<file path="src/rtl/gwwlb_pkg.sv">
package gwwlb_pkg;

  // Run widths of the line, whitespace and word accumulators
  localparam int COUNT_BITS = 16;
  localparam int WIDTH_BITS = 16;

  localparam logic [15:0] CODE_NEWLINE = 16'd10;
  localparam logic [15:0] CODE_SPACE   = 16'd32;
  localparam logic [15:0] CODE_TAB     = 16'd9;

  typedef logic [COUNT_BITS-1:0]        count_t;
  typedef logic signed [WIDTH_BITS-1:0] wid_t;

  localparam wid_t WID_MAX = {1'b0, {(WIDTH_BITS-1){1'b1}}};
  localparam wid_t WID_MIN = {1'b1, {(WIDTH_BITS-1){1'b0}}};

  // Register map, indexed by word address
  typedef enum logic {
    REG_MAX_LINE_WIDTH = 1'b0,
    REG_CHAR_SPACING   = 1'b1
  } reg_idx_t;

  typedef struct packed {
    logic [14:0]       max_line_width;
    logic signed [7:0] char_spacing;
  } cfg_t;

  typedef struct packed {
    logic [15:0] char_code;
    logic        glyph_present;
    logic [7:0]  glyph_advance;
    logic        end_of_text;
  } char_t;

  typedef struct packed {
    logic               is_line;
    logic [15:0]        line_char_count;
    logic signed [15:0] line_pixel_width;
    logic               final_result;
  } res_t;

  // Results of one character, handed from the core to the output queue
  typedef struct packed {
    logic fire;
    logic first_valid;
    logic second_valid;
    res_t first;
    res_t second;
  } push_t;

  function automatic count_t sat_cnt_add(count_t a, count_t b);
    logic [COUNT_BITS:0] s;
    s = {1'b0, a} + {1'b0, b};
    return s[COUNT_BITS] ? {COUNT_BITS{1'b1}} : s[COUNT_BITS-1:0];
  endfunction

  function automatic wid_t sat_wid_add(wid_t a, wid_t b);
    logic signed [WIDTH_BITS:0] s;
    s = (WIDTH_BITS+1)'(a) + (WIDTH_BITS+1)'(b);
    if (s[WIDTH_BITS] != s[WIDTH_BITS-1]) begin
      return s[WIDTH_BITS] ? WID_MIN : WID_MAX;
    end
    return s[WIDTH_BITS-1:0];
  endfunction

  function automatic logic [15:0] out_count(count_t c);
    logic [32:0] cx;
    cx = 33'(c);
    return (cx > 33'h0FFFF) ? 16'hFFFF : cx[15:0];
  endfunction

  function automatic logic signed [15:0] out_width(wid_t w);
    logic signed [32:0] wx;
    wx = 33'(w);
    if (wx > 33'sd32767) begin
      return 16'sh7FFF;
    end else if (wx < -33'sd32768) begin
      return 16'sh8000;
    end
    return wx[15:0];
  endfunction

endpackage

</file>
<file path="src/rtl/gwwlb_text_if.sv">
interface gwwlb_text_if;
  logic        valid;
  logic        ready;
  logic [15:0] char_code;
  logic        glyph_present;
  logic [7:0]  glyph_advance;
  logic        end_of_text;

  modport source (
    output valid, char_code, glyph_present, glyph_advance, end_of_text,
    input  ready
  );
  modport sink (
    input  valid, char_code, glyph_present, glyph_advance, end_of_text,
    output ready
  );
endinterface

</file>
<file path="src/rtl/gwwlb_line_if.sv">
interface gwwlb_line_if;
  logic               valid;
  logic               ready;
  logic               is_line;
  logic [15:0]        line_char_count;
  logic signed [15:0] line_pixel_width;
  logic               final_result;

  modport source (
    output valid, is_line, line_char_count, line_pixel_width, final_result,
    input  ready
  );
  modport sink (
    input  valid, is_line, line_char_count, line_pixel_width, final_result,
    output ready
  );
endinterface

</file>
<file path="src/rtl/gwwlb_cfg.sv">
module gwwlb_cfg (
  input  logic               clk,
  input  logic               rst,
  input  logic               psel,
  input  logic               penable,
  input  logic               pwrite,
  input  logic [2:0]         paddr,
  input  logic [31:0]        pwdata,
  output logic [31:0]        prdata,
  output logic               pready,
  output gwwlb_pkg::cfg_t    cfg
);

  gwwlb_pkg::reg_idx_t idx;
  logic                wr;

  assign pready = 1'b1;
  assign idx    = gwwlb_pkg::reg_idx_t'(paddr[2]);
  assign wr     = psel && penable && pwrite && pready;

  always_ff @(posedge clk) begin
    if (rst) begin
      cfg.max_line_width <= 15'd320;
      cfg.char_spacing   <= 8'sd0;
    end else if (wr) begin
      unique case (idx)
        gwwlb_pkg::REG_MAX_LINE_WIDTH: cfg.max_line_width <= pwdata[14:0];
        gwwlb_pkg::REG_CHAR_SPACING:   cfg.char_spacing   <= pwdata[7:0];
        default: ;
      endcase
    end
  end

  always_comb begin
    unique case (idx)
      gwwlb_pkg::REG_MAX_LINE_WIDTH: prdata = {17'd0, cfg.max_line_width};
      gwwlb_pkg::REG_CHAR_SPACING:   prdata = {24'd0, cfg.char_spacing};
      default:                       prdata = 32'd0;
    endcase
  end

endmodule

</file>
<file path="src/rtl/gwwlb_core.sv">
module gwwlb_core (
  input  logic               clk,
  input  logic               rst,
  input  gwwlb_pkg::cfg_t    cfg,
  input  logic               in_valid,
  output logic               in_ready,
  input  gwwlb_pkg::char_t   in_item,
  input  logic               slot_free,
  output gwwlb_pkg::push_t   push
);

  localparam int WB       = gwwlb_pkg::WIDTH_BITS;
  localparam int SUM_BITS = (WB + 3 > 17) ? WB + 3 : 17;

  // input register
  logic              item_v;
  gwwlb_pkg::char_t  item;
  logic              fire;

  // runs
  gwwlb_pkg::count_t line_chars, space_chars, word_chars;
  gwwlb_pkg::wid_t   line_width, space_width, word_width;

  gwwlb_pkg::count_t l1c, s1c, w1c, bsc, bwc, e0c, jc, flc;
  gwwlb_pkg::wid_t   l1w, s1w, w1w, bsw, bww, e0w, jw, flw;
  gwwlb_pkg::wid_t   adv_w;
  logic signed [9:0]          adv_sp;
  logic signed [SUM_BITS-1:0] sum;
  logic is_nl, is_ws, is_word, ovf, e0, e1, last;

  assign fire     = item_v && slot_free;
  assign in_ready = !item_v || slot_free;

  always_ff @(posedge clk) begin
    if (rst) begin
      item_v <= 1'b0;
    end else if (in_valid && in_ready) begin
      item_v <= 1'b1;
    end else if (fire) begin
      item_v <= 1'b0;
    end
  end

  always_ff @(posedge clk) begin
    if (in_valid && in_ready) begin
      item <= in_item;
    end
  end

  always_comb begin
    is_nl   = item.char_code == gwwlb_pkg::CODE_NEWLINE;
    is_ws   = item.glyph_present && !is_nl &&
              (item.char_code == gwwlb_pkg::CODE_SPACE ||
               item.char_code == gwwlb_pkg::CODE_TAB);
    is_word = item.glyph_present && !is_nl && !is_ws;
    last    = item.end_of_text;

    adv_sp = $signed({2'b00, item.glyph_advance}) + 10'(cfg.char_spacing);
    adv_w  = WB'(adv_sp);

    // overflow test uses the bare advance
    sum = SUM_BITS'(line_width) + SUM_BITS'(space_width) + SUM_BITS'(word_width)
        + SUM_BITS'($signed({1'b0, item.glyph_advance}));
    ovf = sum > SUM_BITS'($signed({1'b0, cfg.max_line_width}));

    // whole pending run joined into the line
    jc = gwwlb_pkg::sat_cnt_add(gwwlb_pkg::sat_cnt_add(line_chars, space_chars),
                                word_chars);
    jw = gwwlb_pkg::sat_wid_add(gwwlb_pkg::sat_wid_add(line_width, space_width),
                                word_width);

    l1c = line_chars;  l1w = line_width;
    s1c = space_chars; s1w = space_width;
    w1c = word_chars;  w1w = word_width;
    bsc = space_chars; bsw = space_width;
    bwc = word_chars;  bww = word_width;
    e0  = 1'b0;
    e0c = line_chars;  e0w = line_width;

    if (is_nl) begin
      e0 = 1'b1;
      if (word_chars != '0) begin
        e0c = jc;
        e0w = jw;
      end
      l1c = '0; l1w = '0; s1c = '0; s1w = '0; w1c = '0; w1w = '0;
    end else if (is_ws) begin
      if (word_chars != '0) begin
        l1c = jc; l1w = jw;
        w1c = '0; w1w = '0;
        bsc = '0; bsw = '0;
      end
      s1c = gwwlb_pkg::sat_cnt_add(bsc, gwwlb_pkg::count_t'(1));
      s1w = gwwlb_pkg::sat_wid_add(bsw, adv_w);
    end else if (is_word) begin
      if (ovf) begin
        e0 = 1'b1;
        l1c = '0; l1w = '0; s1c = '0; s1w = '0;
        if (line_chars == '0) begin
          // empty line: split the word here
          e0c = jc; e0w = jw;
          bwc = '0; bww = '0;
        end
      end
      w1c = gwwlb_pkg::sat_cnt_add(bwc, gwwlb_pkg::count_t'(1));
      w1w = gwwlb_pkg::sat_wid_add(bww, adv_w);
    end

    // end-of-text flush
    if (w1c != '0) begin
      flc = gwwlb_pkg::sat_cnt_add(gwwlb_pkg::sat_cnt_add(l1c, s1c), w1c);
      flw = gwwlb_pkg::sat_wid_add(gwwlb_pkg::sat_wid_add(l1w, s1w), w1w);
    end else begin
      flc = l1c;
      flw = l1w;
    end
    e1 = last && (flc != '0);

    push.fire         = fire;
    push.first_valid  = e0 || last;
    push.second_valid = e0 && e1;

    push.second.is_line          = 1'b1;
    push.second.line_char_count  = gwwlb_pkg::out_count(flc);
    push.second.line_pixel_width = gwwlb_pkg::out_width(flw);
    push.second.final_result     = last;

    if (e0) begin
      push.first.is_line          = 1'b1;
      push.first.line_char_count  = gwwlb_pkg::out_count(e0c);
      push.first.line_pixel_width = gwwlb_pkg::out_width(e0w);
    end else if (e1) begin
      push.first.is_line          = 1'b1;
      push.first.line_char_count  = gwwlb_pkg::out_count(flc);
      push.first.line_pixel_width = gwwlb_pkg::out_width(flw);
    end else begin
      // terminator
      push.first.is_line          = 1'b0;
      push.first.line_char_count  = 16'd0;
      push.first.line_pixel_width = 16'sd0;
    end
    push.first.final_result = last && !(e0 && e1);
  end

  always_ff @(posedge clk) begin
    if (rst) begin
      line_chars  <= '0; line_width  <= '0;
      space_chars <= '0; space_width <= '0;
      word_chars  <= '0; word_width  <= '0;
    end else if (fire) begin
      if (last) begin
        line_chars  <= '0; line_width  <= '0;
        space_chars <= '0; space_width <= '0;
        word_chars  <= '0; word_width  <= '0;
      end else begin
        line_chars  <= l1c; line_width  <= l1w;
        space_chars <= s1c; space_width <= s1w;
        word_chars  <= w1c; word_width  <= w1w;
      end
    end
  end

endmodule

</file>
<file path="src/rtl/gwwlb_outq.sv">
module gwwlb_outq (
  input  logic               clk,
  input  logic               rst,
  input  gwwlb_pkg::push_t   push,
  output logic               slot_free,
  output logic               out_valid,
  input  logic               out_ready,
  output gwwlb_pkg::res_t    out_res
);

  logic            v0, v1;
  gwwlb_pkg::res_t d0, d1;
  logic            pop;

  assign pop       = v0 && out_ready;
  // both slots empty once the head beat leaves
  assign slot_free = !v1 && (!v0 || out_ready);
  assign out_valid = v0;
  assign out_res   = d0;

  always_ff @(posedge clk) begin
    if (rst) begin
      v0 <= 1'b0;
      v1 <= 1'b0;
    end else if (push.fire) begin
      v0 <= push.first_valid;
      v1 <= push.second_valid;
    end else if (pop) begin
      v0 <= v1;
      v1 <= 1'b0;
    end
  end

  always_ff @(posedge clk) begin
    if (push.fire) begin
      d0 <= push.first;
      d1 <= push.second;
    end else if (pop) begin
      d0 <= d1;
    end
  end

  a_tail_needs_head: assert property (@(posedge clk) disable iff (rst) v1 |-> v0)
    else $error("second slot held without head");
  a_push_into_empty: assert property (@(posedge clk) disable iff (rst)
    push.fire |-> (!v1 && (!v0 || out_ready)))
    else $error("push while queue not drained");
  a_second_after_first: assert property (@(posedge clk) disable iff (rst)
    (push.fire && push.second_valid) |-> push.first_valid)
    else $error("second result without first");
  a_tail_advances: assert property (@(posedge clk) disable iff (rst)
    (pop && v1 && !push.fire) |=> (v0 && !v1))
    else $error("tail beat lost on pop");

endmodule

</file>
<file path="src/rtl/greedy_word_wrap_line_breaker.sv">
// Channel  Dir  Beat                                                   Accepted
// text     in   char_code, glyph_present, glyph_advance, end_of_text  valid && ready
// lines    out  is_line, line_char_count, line_pixel_width,          valid && ready
//               final_result
// apb      cfg  max_line_width @0x0, char_spacing @0x4                psel&penable&pwrite
//
// One character per cycle while the queue drains: input register, run arithmetic,
// two-slot result queue. A character gives zero, one or two result beats;
// the lines side takes one beat a cycle; a two-result character holds back the next.
// A text beat reaches lines through the input register and the queue head slot.
// rst is synchronous: runs cleared, max_line_width 320, char_spacing 0.
// A stall on lines holds the queue; text stays open while the queue can
// still take both results of the registered character.
module greedy_word_wrap_line_breaker (
  input  logic               clk,
  input  logic               rst,
  gwwlb_text_if.sink         text,
  gwwlb_line_if.source       lines,
  input  logic               psel,
  input  logic               penable,
  input  logic               pwrite,
  input  logic [2:0]         paddr,
  input  logic [31:0]        pwdata,
  output logic [31:0]        prdata,
  output logic               pready
);

  gwwlb_pkg::cfg_t   cfg;
  gwwlb_pkg::char_t  in_item;
  gwwlb_pkg::push_t  push;
  gwwlb_pkg::res_t   out_res;
  logic              slot_free;

  // register block
  gwwlb_cfg u_cfg (
    .clk     (clk),
    .rst     (rst),
    .psel    (psel),
    .penable (penable),
    .pwrite  (pwrite),
    .paddr   (paddr),
    .pwdata  (pwdata),
    .prdata  (prdata),
    .pready  (pready),
    .cfg     (cfg)
  );

  assign in_item.char_code     = text.char_code;
  assign in_item.glyph_present = text.glyph_present;
  assign in_item.glyph_advance = text.glyph_advance;
  assign in_item.end_of_text   = text.end_of_text;

  // line, whitespace and word runs; break decision
  gwwlb_core u_core (
    .clk       (clk),
    .rst       (rst),
    .cfg       (cfg),
    .in_valid  (text.valid),
    .in_ready  (text.ready),
    .in_item   (in_item),
    .slot_free (slot_free),
    .push      (push)
  );

  // result beats wait here while lines is stalled
  gwwlb_outq u_outq (
    .clk       (clk),
    .rst       (rst),
    .push      (push),
    .slot_free (slot_free),
    .out_valid (lines.valid),
    .out_ready (lines.ready),
    .out_res   (out_res)
  );

  assign lines.is_line          = out_res.is_line;
  assign lines.line_char_count  = out_res.line_char_count;
  assign lines.line_pixel_width = out_res.line_pixel_width;
  assign lines.final_result     = out_res.final_result;

endmodule
</file>
<file path="src/flat_wrapper.sv">
// flat-port wrapper written by rule: the top's interface ports become plain ports
module greedy_word_wrap_line_breaker_flat 
  (clk, rst, psel, penable, pwrite, paddr, pwdata, prdata, pready, text_valid, text_char_code, text_glyph_present, text_glyph_advance, text_end_of_text, text_ready, lines_valid, lines_is_line, lines_line_char_count, lines_line_pixel_width, lines_final_result, lines_ready);
  gwwlb_text_if text_i ();
  gwwlb_line_if lines_i ();
  input  logic clk;
  input  logic rst;
  input  logic psel;
  input  logic penable;
  input  logic pwrite;
  input  logic [2:0] paddr;
  input  logic [31:0] pwdata;
  output logic [31:0] prdata;
  output logic pready;
  input wire logic [$bits(text_i.valid)-1:0] text_valid;
  input wire logic [$bits(text_i.char_code)-1:0] text_char_code;
  input wire logic [$bits(text_i.glyph_present)-1:0] text_glyph_present;
  input wire logic [$bits(text_i.glyph_advance)-1:0] text_glyph_advance;
  input wire logic [$bits(text_i.end_of_text)-1:0] text_end_of_text;
  output wire logic [$bits(text_i.ready)-1:0] text_ready;
  output wire logic [$bits(lines_i.valid)-1:0] lines_valid;
  output wire logic [$bits(lines_i.is_line)-1:0] lines_is_line;
  output wire logic [$bits(lines_i.line_char_count)-1:0] lines_line_char_count;
  output wire logic [$bits(lines_i.line_pixel_width)-1:0] lines_line_pixel_width;
  output wire logic [$bits(lines_i.final_result)-1:0] lines_final_result;
  input wire logic [$bits(lines_i.ready)-1:0] lines_ready;
  assign text_i.valid = text_valid;
  assign text_i.char_code = text_char_code;
  assign text_i.glyph_present = text_glyph_present;
  assign text_i.glyph_advance = text_glyph_advance;
  assign text_i.end_of_text = text_end_of_text;
  assign text_ready = text_i.ready;
  assign lines_valid = lines_i.valid;
  assign lines_is_line = lines_i.is_line;
  assign lines_line_char_count = lines_i.line_char_count;
  assign lines_line_pixel_width = lines_i.line_pixel_width;
  assign lines_final_result = lines_i.final_result;
  assign lines_i.ready = lines_ready;
  greedy_word_wrap_line_breaker u_core (.clk(clk), .rst(rst), .text(text_i), .lines(lines_i), .psel(psel), .penable(penable), .pwrite(pwrite), .paddr(paddr), .pwdata(pwdata), .prdata(prdata), .pready(pready));
endmodule
</file>
<file path="config.mk">
export PLATFORM = sky130hd
export DESIGN_NAME = greedy_word_wrap_line_breaker_flat
export DESIGN_NICKNAME = d
export VERILOG_FILES = /design/src/rtl/gwwlb_pkg.sv /design/src/rtl/gwwlb_text_if.sv /design/src/rtl/gwwlb_line_if.sv /design/src/rtl/gwwlb_cfg.sv /design/src/rtl/gwwlb_core.sv /design/src/rtl/gwwlb_outq.sv /design/src/rtl/greedy_word_wrap_line_breaker.sv /design/src/flat_wrapper.sv
export SDC_FILE = /design/constraint.sdc
export NUM_CORES = 1
export LEC_CHECK = 0
export ABC_AREA = 1
export ABC_CLOCK_PERIOD_IN_PS = 24600
export BUFFER_PORTS_ARGS = -buffer_cell sky130_fd_sc_hd__buf_4
export CAP_MARGIN = 20
export CORE_ASPECT_RATIO = 1.2
export CORE_MARGIN = 4
export CORE_UTILIZATION = 23
export CTS_CLUSTER_DIAMETER = 150
export DETAILED_ROUTE_END_ITERATION = 8
export SLEW_MARGIN = 5
export SYNTH_ARGS = -nofsm -noshare
export SYNTH_HDL_FRONTEND = slang
export SYNTH_SLANG_ARGS = --single-unit
</file>
<file path="constraint.sdc">
create_clock -name clk -period 24.6 [get_ports clk]
set_input_delay 3.69 -clock clk [delete_from_list [all_inputs] [get_ports clk]]
set_output_delay 3.69 -clock clk [all_outputs]
set_load 0.005 [all_outputs]
</file>
==> impl_summary.txt <==
----------------------------------------------------
[Run status]
  Status ... finished clean

[Route]
  Antenna viol nets, final ... 0
  DRC Markers ... 0
  Routed wire length ... 72100 microns
  Final routed wire length divided by cell count ... 15.6 microns
  Via-per-instance ratio ... 4.73
  Vias ... 21852
  Count of TritonRoute iterations in the first routing pass ... 7
  Initial DRC count ... 1473

[Die]
  Core Rows ... 124
  Die height ... 347 microns
  Die outline width ... 291 microns
  Core region area ... 95300 sq um
  Number of top-level pins ... 137
  Area of the die ... 101000 sq um
  Starting Density ... 0.232

[Synthesis]
  Number of enable flip-flop cells after synthesis ... 93
  Primary flip-flop cell chosen by synthesis mapping ... sky130_fd_sc_hd__dfxtp_1
  Synthesized netlist cell count ... 3300
  Async S/R FF share, synth ... 0
  Average instance area after synthesis ... 6.69 sq um
  Seq cells post-synth ... 215
  Share of the yosys chip area belonging to registers ... 0.237
  Library cells used by synthesis ... 57
  Cell area after technology mapping ... 22100 sq um
  Synthesis Warnings ... 0

[Pwr]
  Total power divided by cell area ... 41.6 nW/um^2
  Total power draw ... 1.04 mW
  Worst IR Drop VDD ... 0.0508 mV
  Reported leakage power ... 11.5 nW

[Global routing]
  GR Overflow Total ... 0
  Total global-route track usage ... 0.135
  Number of antenna violations at the first check in global routing ... 1
  Pin count of the biggest net entering global routing ... 82
  Vias in the first global route ... 19891
  Wire length of the first global-routing pass ... 111000 microns

[Layout]
  Antenna cell count ... 0
  Footprint of the multi-input gates ... 14600 sq um
  Number of fillers in the final layout ... 10676
  Ratio of cells with drive above 1 in the final layout ... 0.0888
  Count of placed standard cells in the final layout, fillers left out ... 4615
  Area growth, synth to finish ... 13.4%
  Layout Utilization ... 0.263
  Area of all sequential standard cells ... 5240 sq um
  Leading cell types in the layout, fill and taps excluded ... sky130_fd_sc_hd__nand2_1 (723), sky130_fd_sc_hd__a21oi_1 (430), sky130_fd_sc_hd__inv_1 (429)
  Final nets ... 3648
  Most frequent standard cell in the layout excluding fill and tap cells ... sky130_fd_sc_hd__nand2_1

[Worst setup path]
  Startpoint-to-endpoint class of the critical path ... reg -> reg
  Endpoint class of the critical path ... flip-flop
  CP Data Arrival Time ... 14.78 ns
  CP Data Required Time ... 25.01 ns
  CP startpoint ... u_core.u_core.line_width[0]
  Maximum fanout encountered on the critical timing path ... 15
  Worst reg2reg path startpoint ... u_core.u_core.line_width[0]
  CP delay by family, top ... compound AO/OA/AOI/OAI gates
  Crit start category ... flip-flop
  Combined buffer and inverter count along the critical path ... 6
  Dominant cell type by count on the critical path ... sky130_fd_sc_hd__a21oi_1
  Longest individual stage delay on the worst path ... 0.78 ns
  Critical path's slowest cell ... sky130_fd_sc_hd__nor2_1

[STA]
  Worst Tran Pin Value ... 1.15 ns
  Setup repair after global routing missed its margin ... false
  Post-Route Skew ... 0.0296 ns
  Final worst path period need ... 14.38 ns
  Highest Clock Rate ... 69.6 MHz
  Final critical-path share of the clock period ... 0.584
  Relative max-transition margin ... 0.234
  Final TNS setup ... 0 ns
  Max Transition Viols Final ... 0
  Number of hold-slack violations in the final timing report ... 0
  Final Setup Violations ... 0

[Placement]
  Total placed cells including tap cells ... 4559
  Buffers added on ports ... 99
  Final weighted congestion in routability-driven placement ... 0.876
  Detailed placer's ending HPWL ... 55900 microns

[CTS]
  Library cell used as clock root buffer ... sky130_fd_sc_hd__clkbuf_16
  Hold-fix buffers, CTS ... 0
  Buffer count from post-CTS setup fixing ... 0
  Clock Tree Buf Depth ... 3
  CTS tree ... done
  Clock insertion delay at the later pin of the skew report ... 0.58 ns
  Clock buffers created by TritonCTS ... 29
  CTS H-tree lvls ... 1
  Post-cts resize count ... 0
  CTS clock-pin slew for the worst setup and hold paths ... 0.07 ns
  Sink Count ... 215

[Worst hold path]
  Critical hold path startpoint ... u_core.u_core.line_chars[15]
  Hold crit path type ... reg -> reg

[Job]
  Max-cap viol count ... 0

----------------------------------------------------
==> path summary, 6_finish.rpt <==
path	endpoint	slack, ns	cells after the start
hold / removal	u_core.u_core.line_chars[15]	0.49	2
setup reg to reg	u_core.u_outq.out_res[2]	10.22	83
setup / recovery	u_core.u_outq.out_res[2]	10.22	83
hold reg to reg	u_core.u_core.line_chars[15]	0.49	2
==> synth_stat cells (6+ instances only) <==
library cell,n,area (sq um)
sky130_fd_sc_hd__nand4_1,64,400
sky130_fd_sc_hd__ha_1,213,2670
sky130_fd_sc_hd__or2_2,53,332
sky130_fd_sc_hd__fa_1,35,701
sky130_fd_sc_hd__nor2_1,243,912
sky130_fd_sc_hd__edfxtp_1,93,2790
sky130_fd_sc_hd__o21bai_1,28,210
sky130_fd_sc_hd__buf_1,11,41.3
sky130_fd_sc_hd__a2bb2oi_1,6,52.6
sky130_fd_sc_hd__a21o_1,6,45.0
sky130_fd_sc_hd__inv_1,431,1620
sky130_fd_sc_hd__nor2_2,8,50.1
sky130_fd_sc_hd__buf_6,7,78.8
sky130_fd_sc_hd__xor2_1,91,797
sky130_fd_sc_hd__o22ai_1,7,43.8
sky130_fd_sc_hd__inv_2,16,60.1
sky130_fd_sc_hd__o211ai_1,7,52.6
sky130_fd_sc_hd__nor4_1,9,56.3
sky130_fd_sc_hd__buf_2,9,45.0
sky130_fd_sc_hd__nand2_1,724,2720
sky130_fd_sc_hd__a211oi_1,14,105
sky130_fd_sc_hd__buf_4,18,135
sky130_fd_sc_hd__nand3b_1,8,60.1
sky130_fd_sc_hd__xnor2_1,41,359
sky130_fd_sc_hd__a21oi_1,431,2160
sky130_fd_sc_hd__o21ai_0,254,1270
sky130_fd_sc_hd__clkbuf_1,97,364
sky130_fd_sc_hd__nand2_2,21,131
sky130_fd_sc_hd__o31ai_1,7,52.6
sky130_fd_sc_hd__dfxtp_1,122,2440
sky130_fd_sc_hd__nand3_1,119,596
sky130_fd_sc_hd__nor3_1,38,190
sky130_fd_sc_hd__a31oi_1,11,68.8
==> tightest hold or removal path, delay by kind of cell (launching register included) <==
family           cells  cell delay [ns]
AND/OR/NAND/NOR      1             0.07
flip-flops           1             0.33
AO/OA/AOI/OAI        1             0.05
==> area by class of cell <==
cell class                      count  share of cell area
Inverter                          450              0.0674
Clock buffer                       36              0.0310
Clock inverter                     18             0.00864
Tap cell                         1260              0.0629
Sequential cell                   215               0.209
Timing Repair Buffer              128              0.0388
Multi-Input combinational cell   2508               0.582
==> logic make-up after synthesis <==
logic type	count (synthesis)	share of synthesized area
AND/OR/NAND/NOR	1311	0.257
other	2	0.000340
buffers and inverters	593	0.107
AO/OA/AOI/OAI	799	0.194
XOR/XNOR	132	0.0523
flip-flops	215	0.237
adder cells (fa/ha/maj)	248	0.152
==> layer usage <==
| layer | vias up | routed length [microns] | track usage |
|---|---|---|---|
| li1 | 10986 | - | - |
| met1 | 10082 | 31400 | 0.171 |
| met2 | 654 | 34100 | 0.239 |
| met3 | 130 | 3560 | 0.0134 |
| met4 | 0 | 3040 | 0.0496 |
| met5 | - | 0 | 0 |
==> power breakdown <==
group          internal [mW]  switching, mW  leakage [nW]
Combinational         0.0628          0.137          9.17
Clock                  0.267          0.179         0.477
Sequential             0.389        0.00744          1.87
Total                  0.719          0.323          11.5
==> registers in the layout (all words and copies together), names as in the netlist <==
| name | count |
|---|---|
| u_core.u_core.space_width | 16 |
| u_core.u_core.line_width | 16 |
| u_core.u_outq.out_res | 34 |
| u_core.u_core.line_chars | 16 |
| u_core.u_core.word_chars | 16 |
| u_core.u_outq.out_valid | 1 |
| u_core.u_core.word_width | 16 |
| u_core.u_cfg.cfg | 23 |
| u_core.u_core.space_chars | 16 |
| u_core.u_outq.v1 | 1 |
| u_core.u_outq.d1 | 33 |
| u_core.u_core.last | 1 |
| u_core.u_core.item | 25 |
| u_core.u_core.item_v | 1 |
==> stage by stage <==
stage | hold slack, ns | area (sq um) | setup slack (ns)
floorplan | 0.424 | 22200 | 13.02
global placement | 0.477 | 24000 | 10.60
detailed placement | 0.481 | 24000 | 10.32
CTS | 0.489 | 25000 | 10.26
global route | 0.505 | 25100 | 8.50
finish | 0.492 | 25100 | 10.22
Note: power is estimated with default switching activity, not from simulation.
